## src/rtl/euclidean_lsh_bucket_hash_macros.svh

```systemverilog
// assertion macros shared by the rtl
`ifndef EUCLIDEAN_LSH_BUCKET_HASH_MACROS_SVH
`define EUCLIDEAN_LSH_BUCKET_HASH_MACROS_SVH

// implication checked on every rising clock edge outside reset
`define ELBH_ASSERT_IMP(label, clk, rst_n, ante, cons) \
    label: assert property (@(posedge clk) disable iff (!rst_n) (ante) |-> (cons)) \
        else $error("assertion failed");

// next-cycle implication checked on every rising clock edge outside reset
`define ELBH_ASSERT_NEXT(label, clk, rst_n, ante, cons) \
    label: assert property (@(posedge clk) disable iff (!rst_n) (ante) |=> (cons)) \
        else $error("assertion failed");

`endif

```

## src/rtl/elbh_pkg.sv

```systemverilog
// shared constants, types and codes of the lsh bucket hash
`default_nettype none
package elbh_pkg;
    localparam int TABLES = 5;
    localparam int HASHES = 4;
    localparam int DIMS   = 128;
    localparam int PAIRS  = TABLES * HASHES;
    localparam int PW     = $clog2(PAIRS);
    localparam int DW     = $clog2(DIMS);
    localparam int CW     = $clog2(DIMS + 1);
    localparam int HW     = (HASHES > 1) ? $clog2(HASHES) : 1;
    localparam int KW     = $clog2(HASHES + 1);
    localparam int LW     = $clog2(TABLES + 1);
    localparam int MW     = $clog2(PAIRS * DIMS);
    localparam logic [52:0] PRIME = 53'h0F_FFFF_FFFF_FFFB;

    typedef enum logic [2:0] {
        FN_COEFF = 3'd0,
        FN_OFFSET = 3'd1,
        FN_MULT = 3'd2,
        FN_SHUF = 3'd3,
        FN_COORD = 3'd4
    } t_func;

    localparam logic CFG_WIDTH = 1'b0;
    localparam logic CFG_COUNT = 1'b1;

    typedef enum logic [3:0] {
        ST_IDLE, ST_MAC, ST_HASH, ST_HDIV, ST_COMB, ST_MODP, ST_MODB, ST_EMIT, ST_CLR
    } t_state;

    typedef struct packed {
        logic mac_init;   // load x, zero pair counter
        logic mac_step;   // one multiply-accumulate
        logic hash_init;  // start a table: zero k
        logic div_start;
        logic comb_step;
        logic modp_start;
        logic modb_start;
        logic emit;
        logic clr_step;
    } t_cmd;

    typedef struct packed {
        logic mac_done;
        logic div_done;
        logic hashes_done;
        logic comb_done;
        logic modp_done;
        logic modb_done;
        logic tables_done;
        logic clr_done;
    } t_stat;
endpackage
`default_nettype wire

```

## src/rtl/elbh_ctrl.sv

```systemverilog
// control state machine of the lsh bucket hash
`default_nettype none
module elbh_ctrl import elbh_pkg::*; (
    input  wire   i_clk,
    input  wire   i_rst_n,
    input  wire   i_go_coord,
    input  wire   i_last,
    input  wire   i_acc_en,
    input  t_stat i_stat,
    output t_cmd  o_cmd,
    output logic  o_busy
);
    t_state r_state, n_state;
    logic   r_last, n_last;

    always_ff @(posedge i_clk) begin
        if (!i_rst_n) begin
            r_state <= ST_IDLE;
            r_last  <= 1'b0;
        end else begin
            r_state <= n_state;
            r_last  <= n_last;
        end
    end

    always_comb begin
        n_state = r_state;
        n_last  = r_last;
        o_cmd   = '0;
        o_busy  = (r_state != ST_IDLE);
        unique case (r_state)
            ST_IDLE: begin
                if (i_go_coord) begin
                    n_last = i_last;
                    o_cmd.mac_init = 1'b1;
                    if (i_acc_en) n_state = ST_MAC;
                    else if (i_last) n_state = ST_HASH;
                end
            end
            ST_MAC: begin
                o_cmd.mac_step = 1'b1;
                if (i_stat.mac_done) n_state = r_last ? ST_HASH : ST_IDLE;
            end
            ST_HASH: begin
                o_cmd.div_start = 1'b1;
                n_state = ST_HDIV;
            end
            ST_HDIV: begin
                if (i_stat.div_done) n_state = i_stat.hashes_done ? ST_COMB : ST_HASH;
            end
            ST_COMB: begin
                o_cmd.comb_step = 1'b1;
                if (i_stat.comb_done) begin
                    o_cmd.modp_start = 1'b1;
                    n_state = ST_MODP;
                end
            end
            ST_MODP: begin
                if (i_stat.modp_done) begin
                    o_cmd.modb_start = 1'b1;
                    n_state = ST_MODB;
                end
            end
            ST_MODB: begin
                if (i_stat.modb_done) n_state = ST_EMIT;
            end
            ST_EMIT: begin
                o_cmd.emit = 1'b1;
                if (i_stat.tables_done) n_state = ST_CLR;
                else begin
                    o_cmd.hash_init = 1'b1;
                    n_state = ST_HASH;
                end
            end
            ST_CLR: begin
                o_cmd.clr_step = 1'b1;
                if (i_stat.clr_done) n_state = ST_IDLE;
            end
            default: n_state = ST_IDLE;
        endcase
    end
endmodule
`default_nettype wire

```

## config.mk

```make
export PLATFORM = sky130hd
export DESIGN_NAME = elbh_ctrl
export DESIGN_NICKNAME = d
export VERILOG_FILES = /design/src/rtl/euclidean_lsh_bucket_hash_macros.svh /design/src/rtl/elbh_pkg.sv /design/src/rtl/elbh_ctrl.sv
export SDC_FILE = /design/constraint.sdc
export NUM_CORES = 1
export LEC_CHECK = 0
export ABC_AREA = 0
export BUFFER_PORTS_ARGS = -buffer_cell sky130_fd_sc_hd__buf_2
export CORE_MARGIN = 8
export CORE_UTILIZATION = 30
export CTS_CLUSTER_DIAMETER = 30
export DETAILED_ROUTE_END_ITERATION = 8
export PLACE_DENSITY = 0.68
export REMOVE_ABC_BUFFERS = 1
export SLEW_MARGIN = 15
export SYNTH_ARGS = -nofsm -noshare
export SYNTH_HDL_FRONTEND = slang
export SYNTH_SLANG_ARGS = --single-unit
export TNS_END_PERCENT = 20
```

## constraint.sdc

```tcl
create_clock -name i_clk -period 1.25 [get_ports i_clk]
set_clock_uncertainty 0.1 [all_clocks]
set_input_delay 0.0625 -clock i_clk [delete_from_list [all_inputs] [get_ports i_clk]]
set_output_delay 0.0625 -clock i_clk [all_outputs]
set_load 0.1 [all_outputs]
```

==> results of run 1 <==
final cells by class:
type,instances,area (um2),share of cell area [%]
clock buffer,3,22.5,2.43
clock inverter,1,5.00,0.540
inverter,5,18.8,2.02
multi-input combinational,44,375,40.5
sequential,5,113,12.1
tap,16,20.0,2.16
timing repair buffer,36,373,40.2
critical path, stage by stage, from the launching register on:
cell and delay (ps):
dfxtp_4 400, buf_6 130, and2b_2 180, and4_4 230, buf_12 170
power groups by stage:
stage | registers, mW | clock network (mW) | logic, mW
global placement | 0.256 | 0 | 1.26
global route | 0.298 | 0.206 | 1.42
floorplan | 0.277 | 0 | 0.721
CTS | 0.290 | 0.195 | 1.34
detailed placement | 0.263 | 0 | 1.29
finish | 0.294 | 0.189 | 1.36
cell usage after synthesis:
cell       count  share of area [%]
mux2_1         1                2.3
o2111ai_1      1                1.8
and2_1         1                1.3
o21bai_1       1                1.5
inv_1          5                3.9
nor4bb_1       1                2.1
a31o_1         1                1.8
o21ai_1        1                1.0
nor3_1         1                1.0
o311ai_0       1                1.8
nor2_1         5                3.9
nor2b_1        2                2.6
and2b_1        1                1.5
nand2_1        3                2.3
o21ai_0        1                1.0
and2_2         1                1.5
nor4b_2        1                3.1
nor4_2         1                2.6
nand4bb_1      1                2.3
nor3_2         1                2.1
nand3_1        2                2.1
mux2i_1        4                8.2
a22oi_1        1                1.5
and3b_2        1                2.1
o21ai_2        1                1.8
and4_1         1                1.8
and3_1         3                3.9
nor4b_1        2                3.6
nand4_2        1                2.6
buf_6          2                4.6
dfxtp_1        5                 21
buf_4          2                3.1
a21oi_1        1                1.0
nand4b_1       1                1.8
cells by family after synthesis:
logic type,after synthesis,share of synthesized area (%)
AOI/OAI and AO/OA,9,13.4
buffers and inverters,9,11.6
DFF,5,20.6
muxes,5,10.5
and+or+nand+nor,30,44.0
layer usage:
| metal | vias up | track usage (%) | wire [um] |
|---|---|---|---|
| li1 | 284 | - | - |
| met1 | 278 | 10.8 | 636 |
| met2 | 16 | 17.7 | 867 |
| met3 | 0 | 3.82 | 121 |
| met4 | 0 | 3.09 | 0 |
| met5 | - | 0 | 0 |
worst min-delay path by stage:
stage / start / to / slack (ps) / cells after the start
6_report: i_last / r_last / 10 / 3
3_5_place_dp: i_last / r_last / 270 / 3
2_1_floorplan: i_rst_n / r_last / 90 / 1
3_3_place_gp: i_last / r_last / 240 / 3
4_1_cts: i_last / r_last / 10 / 3
5_1_grt: i_last / r_last / 40 / 3
registers in the layout (all words and copies together), names as in the netlist:
name and count:
r_state 4, r_last 1
timing repair:
action | CTS | global route
endpoints found under the setup margin | 15 | 15
pin swaps | 6 | 2
gates resized for setup | 16 | 4
buffers inserted | 1 | 1
cloned | 0 | 0
==> results.txt, run 1 <==
----------------------------------------------------
[Setup path]
  Worst flop-to-flop path endpoint ... r_state[0]
  Nature of the critical path endpoint ... output port
  Slack of the worst reg-to-reg path ... -230 ps
  Critical path start-end classification ... reg -> out
  Startpoint of the worst setup timing path ... r_state[2]
  CP Data Arrival Time ... 1370 ps
  R2r worst-path depth ... 4
  Crit-path max FO ... 7
  Critical Path RT ... 1090 ps
  Startpoint type of the worst setup path ... flip-flop
  Termination of the worst setup path ... o_cmd[2]
  Launch instance of the worst register-to-register path ... r_state[1]

[Cells and area]
  Top library cells by usage in the layout, fill and taps aside ... buf_2 (12), buf_4 (12), buf_12 (10)
  Total number of nets in the final design ... 108
  Fill cell instance count of the final layout ... 109
  Antenna diodes ... 0
  Final core occ ... 61.5%
  Fraction of layout cells with a size suffix above 1 ... 63.8%
  Finished Cell Area ... 927 um2
  Layout Cells excl Fill ... 110
  Synth-to-layout area growth ... 90.5%

[STA]
  Final worst-path cycle share ... 122%
  Final total negative setup slack ... -3080 ps
  Highest clock rate ... 0.655 GHz
  Total of endpoints with negative setup slack in the final report ... 15
  Final hold slack ... 11.9 ps
  Number of hold-slack violations in the final timing report ... 0
  Worst relative slew slack ... 72.6%
  Transition time at the pin with the least slew margin ... 405 ps
  PnR worst setup slack ... -278 ps
  Final min period ... 1530 ps
  Unrepaired setup endpoints after global routing ... yes
  Pins over their slew limit ... 0

[CTS]
  Number of buffers created by CTS ... 3
  Later-pin clock latency in the skew report ... 250 ps
  Clock-pin slew on the worst setup and hold paths ... 50 ps
  Buffers from clock root to sink, at most ... 2
  Clock tree from TritonCTS ... yes
  Clock root buffer ... clkbuf_4
  Count of clock tree sinks ... 5
  Number of H-tree levels ... 1
  CTS hold repair buffers ... 0

[Die]
  Effective utilization at floorplan ... 32.3%
  Floorplan die width ... 56.3 um
  Core area ... 1510 um2
  Die extent in y ... 56.3 um
  Floorplan row count ... 14
  Area of the die ... 3170 um2
  Top-Level Pins ... 23

[GRT]
  GR Util All Layers ... 10.1%
  Initial antenna violation count ... 0
  Via count of the first global-routing pass ... 612
  Congestion Overflow GR ... 0
  Largest net degree at the start of global routing ... 11
  Global-route wire length before repair ... 2750 um

[Flow run]
  Number of max-cap violations ... 0

[Place]
  Placed insts ... 104
  Final RePlAce weighted congestion ... 0.836
  Final HPWL from detailed placement ... 1280 um
  Worst slack at placement ... -294 ps
  Port Buffer Count ... 22
  Post-place instance area ... 820 um2

[Power and ir drop]
  Logic pwr share ... 73.8%
  Reported net switching power ... 0.934 mW
  Total power consumption of the routed design ... 1.84 mW
  Power share of the clock group ... 10.3%
  Leakage Power ... 0.412 nW
  Sequential power share ... 15.9%
  Power per unit of standard cell area ... 1980 nW/um2
  Switching part of the total ... 50.8%
  Internal ... 0.906 mW
  Maximum ir drop on the vdd rail ... 1.26 mV

[Drt]
  Number of iterations in the first detailed-routing pass ... 4
  DR vias ... 578
  Average wire length per cell after detail routing ... 14.8 um
  Detailed Route WL ... 1630 um
  Detail Route Antenna Nets ... 0
  DRC errors left ... 0
  Vias per std cell ... 5.25
  Violation count after the first detailed-route iteration ... 13

[Worst hold path]
  Type of the most critical hold path ... in -> reg

[Synthesis]
  Post-synthesis instance area ... 487 um2
  Cell variety after synth ... 34
  Post-Synthesis Mean Instance Area ... 8.39 um2
  Yosys warning count ... 0
  Total of flip-flops plus latches after synthesis ... 5
  Sequential area share after synthesis ... 20.6%
  Synthesized netlist cell count ... 58

[Run status]
  Violated checks ... setup timing
  Result of the run ... complete, but fails checks

----------------------------------------------------
(Power assumes the default switching activity.)
==> inputs of run 2 (changes only) <==
--- a/config.mk
+++ b/config.mk
@@ -11,3 +11,3 @@
 export CORE_UTILIZATION = 30
-export CTS_CLUSTER_DIAMETER = 30
+export CTS_CLUSTER_DIAMETER = 120
 export DETAILED_ROUTE_END_ITERATION = 8
==> constraint.sdc (replaced) <==
create_clock -name i_clk -period 1.25 [get_ports i_clk]
set_clock_uncertainty 0.1 [all_clocks]
set_input_delay 0.25 -clock i_clk [delete_from_list [all_inputs] [get_ports i_clk]]
set_output_delay 0.25 -clock i_clk [all_outputs]
set_load 0.1 [all_outputs]
==> results.txt, run 2 (synthesis gave the netlist of run 1 again) <==
----------------------------------------------------
[STA]
  Pins over their slew limit ... 0 (unchanged)
  Unrepaired setup endpoints after global routing ... yes (unchanged)
  Highest clock rate ... 0.592 GHz (was 0.655 GHz)
  Transition time at the pin with the least slew margin ... 300 ps (was 405 ps)
  Worst relative slew slack ... 79.7% (was 72.6%)
  Final hold slack ... 178 ps (was 11.9 ps)
  PnR worst setup slack ... -440 ps (was -278 ps)
  Final min period ... 1690 ps (was 1530 ps)
  Final worst-path cycle share ... 135% (was 122%)
  Number of hold-slack violations in the final timing report ... 0 (unchanged)
  Total of endpoints with negative setup slack in the final report ... 15 (unchanged)

[Die]
  Area of the die ... 3170 um2 (unchanged)
  Floorplan row count ... 14 (unchanged)
  Die extent in y ... 56.3 um (unchanged)
  Floorplan die width ... 56.3 um (unchanged)
  Effective utilization at floorplan ... 32.3% (unchanged)
  Top-Level Pins ... 23 (unchanged)
  Core area ... 1510 um2 (unchanged)

[CTS]
  Later-pin clock latency in the skew report ... 260 ps (was 250 ps)
  Clock tree from TritonCTS ... yes (unchanged)
  Number of buffers created by CTS ... 3 (unchanged)
  Clock-pin slew on the worst setup and hold paths ... 40 ps (was 50 ps)
  Count of clock tree sinks ... 5 (unchanged)
  Number of H-tree levels ... 1 (unchanged)
  CTS hold repair buffers ... 0 (unchanged)
  Buffers from clock root to sink, at most ... 2 (unchanged)
  Clock root buffer ... clkbuf_4 (unchanged)

[Power and ir drop]
  Leakage Power ... 0.455 nW (was 0.412 nW)
  Switching part of the total ... 48.3% (was 50.8%)
  Internal ... 1.06 mW (was 0.906 mW)
  Power per unit of standard cell area ... 2040 nW/um2 (was 1980 nW/um2)
  Reported net switching power ... 0.993 mW (was 0.934 mW)
  Power share of the clock group ... 9.8% (was 10.3%)
  Maximum ir drop on the vdd rail ... 1.85 mV (was 1.26 mV)
  Sequential power share ... 13.5% (was 15.9%)
  Logic pwr share ... 76.8% (was 73.8%)

[Run status]
  Violated checks ... setup timing (unchanged)
  Result of the run ... complete, but fails checks (unchanged)

[Cells and area]
  Most common cell after layout, fill and taps aside ... buf_4
  Top library cells by usage in the layout, fill and taps aside ... buf_4 (19), buf_2 (12), buf_12 (10) (was buf_2 (12), buf_4 (12), buf_12 (10))
  Finished Cell Area ... 1010 um2 (was 927 um2)
  Synth-to-layout area growth ... 107% (was 90.5%)
  Total number of nets in the final design ... 116 (was 108)
  Final core occ ... 66.9% (was 61.5%)
  Flip-flop count of the largest register after layout ... 4 (unchanged)
  Fraction of layout cells with a size suffix above 1 ... 66.7% (was 63.8%)
  Registers with the highest flip-flop counts ... r_state: 4 flops, r_last: 1 flops (unchanged)
  Layout Cells excl Fill ... 118 (was 110)
  Largest Register ... r_state (unchanged)
  Fill cell instance count of the final layout ... 113 (was 109)
  Antenna diodes ... 0 (unchanged)

[Setup path]
  Crit-path max FO ... 10 (was 7)
  Launch instance of the worst register-to-register path ... r_state[2] (was r_state[1])
  Buffers and inverters on the worst path ... 2 (unchanged)
  Startpoint type of the worst setup path ... flip-flop (unchanged)
  Largest stage delay on the critical path ... 400 ps (about the same)
  Critical Path RT ... 900 ps (was 1090 ps)
  Startpoint of the worst setup timing path ... r_state[3] (was r_state[2])
  CP Data Arrival Time ... 1340 ps (was 1370 ps)
  Nature of the critical path endpoint ... output port (unchanged)
  Critical path start-end classification ... reg -> out (unchanged)
  Critical-path cell list ... nor4b_1 -> buf_4 -> buf_12 (was buf_6 -> and2b_2 -> and4_4 -> buf_12)
  Slowest library cell on the worst path ... dfxtp_2 (was dfxtp_4)
  Cell type group with the largest total delay on the critical path ... flip-flops (was simple AND/OR/NAND/NOR gates)

[Place]
  Post-place instance area ... 827 um2 (was 820 um2)
  Final RePlAce weighted congestion ... 0.908 (was 0.836)
  Placed insts ... 105 (was 104)
  Worst slack at placement ... -377 ps (was -294 ps)
  Port Buffer Count ... 22 (unchanged)
  Final HPWL from detailed placement ... 1190 um (was 1280 um)

[Drt]
  Vias per std cell ... 5.39 (was 5.25)
  DRC errors left ... 0 (unchanged)
  Violation count after the first detailed-route iteration ... 10 (was 13)
  Detail Route Antenna Nets ... 0 (unchanged)
  DR vias ... 636 (was 578)
  Detailed Route WL ... 1830 um (was 1630 um)
  Average wire length per cell after detail routing ... 15.5 um (was 14.8 um)
  Number of iterations in the first detailed-routing pass ... 4 (unchanged)

[GRT]
  GR Util All Layers ... 11.9% (was 10.1%)
  Global-route wire length before repair ... 3130 um (was 2750 um)
  Initial antenna violation count ... 0 (unchanged)
  Via count of the first global-routing pass ... 672 (was 612)
  Congestion Overflow GR ... 0 (unchanged)
  Largest net degree at the start of global routing ... 11 (unchanged)

[Worst hold path]
  Type of the most critical hold path ... in -> reg (unchanged)
  Worst hold path startpoint ... i_last (unchanged)

[Flow run]
  Number of max-cap violations ... 0 (unchanged)

----------------------------------------------------
[run 2: per-stage QoR]
stage	setup TNS [ps]	power, mW
2_1_floorplan	-16940	0.999
3_3_place_gp	-3620	1.54
3_5_place_dp	-4020	1.56
4_1_cts	-4780	2.00
5_1_grt	-5740	2.15
6_report	-4920	2.06
[run 2: worst register-to-register path, stage by stage (launching register included)]
cell and delay [ps]:
dfxtp_4 370, buf_6 130, buf_6 120, and3b_2 200
o21ai_4 140, nand4_4 130, a31o_1 200
[run 2: path summary, 6_finish.rpt]
path	slack, ps	cells after the start	to
setup / recovery	-440	3	o_cmd[5]
hold / removal	180	3	r_last
setup reg to reg	-280	6	r_state[3]
hold reg to reg	420	2	r_last
[run 2: final cells by class]
type | instances | area [um2] | area share (%)
multi-input combinational | 44 | 393 | 39.0
sequential | 5 | 113 | 11.2
tap | 16 | 20.0 | 1.99
timing repair buffer | 44 | 437 | 43.4
inverter | 5 | 18.8 | 1.86
clock buffer | 4 | 26.3 | 2.61
[run 2: timing repair]
action	in CTS	in global routing
pin swaps	10	4
setup endpoints to repair	15	15
setup buffers	8	1
resized for setup	21	4
[run 2: routing by layer]
| metal | global-route usage (%) | vias up | share of wire [%] |
|---|---|---|---|
| met5 | 0 | - | 0 |
| li1 | - | 302 | - |
| met3 | 3.60 | 2 | 6.7 |
| met4 | 6.19 | 0 | 1.6 |
| met1 | 13.1 | 305 | 42 |
| met2 | 19.8 | 27 | 50 |
[run 2: power groups by stage]
stage | sequential (mW) | combinational [mW] | clock [mW]
after floorplan | 0.277 | 0.721 | 0
after global placement | 0.274 | 1.26 | 0
after detailed placement | 0.280 | 1.28 | 0
after CTS | 0.271 | 1.53 | 0.203
after global routing | 0.285 | 1.65 | 0.216
final | 0.277 | 1.58 | 0.201
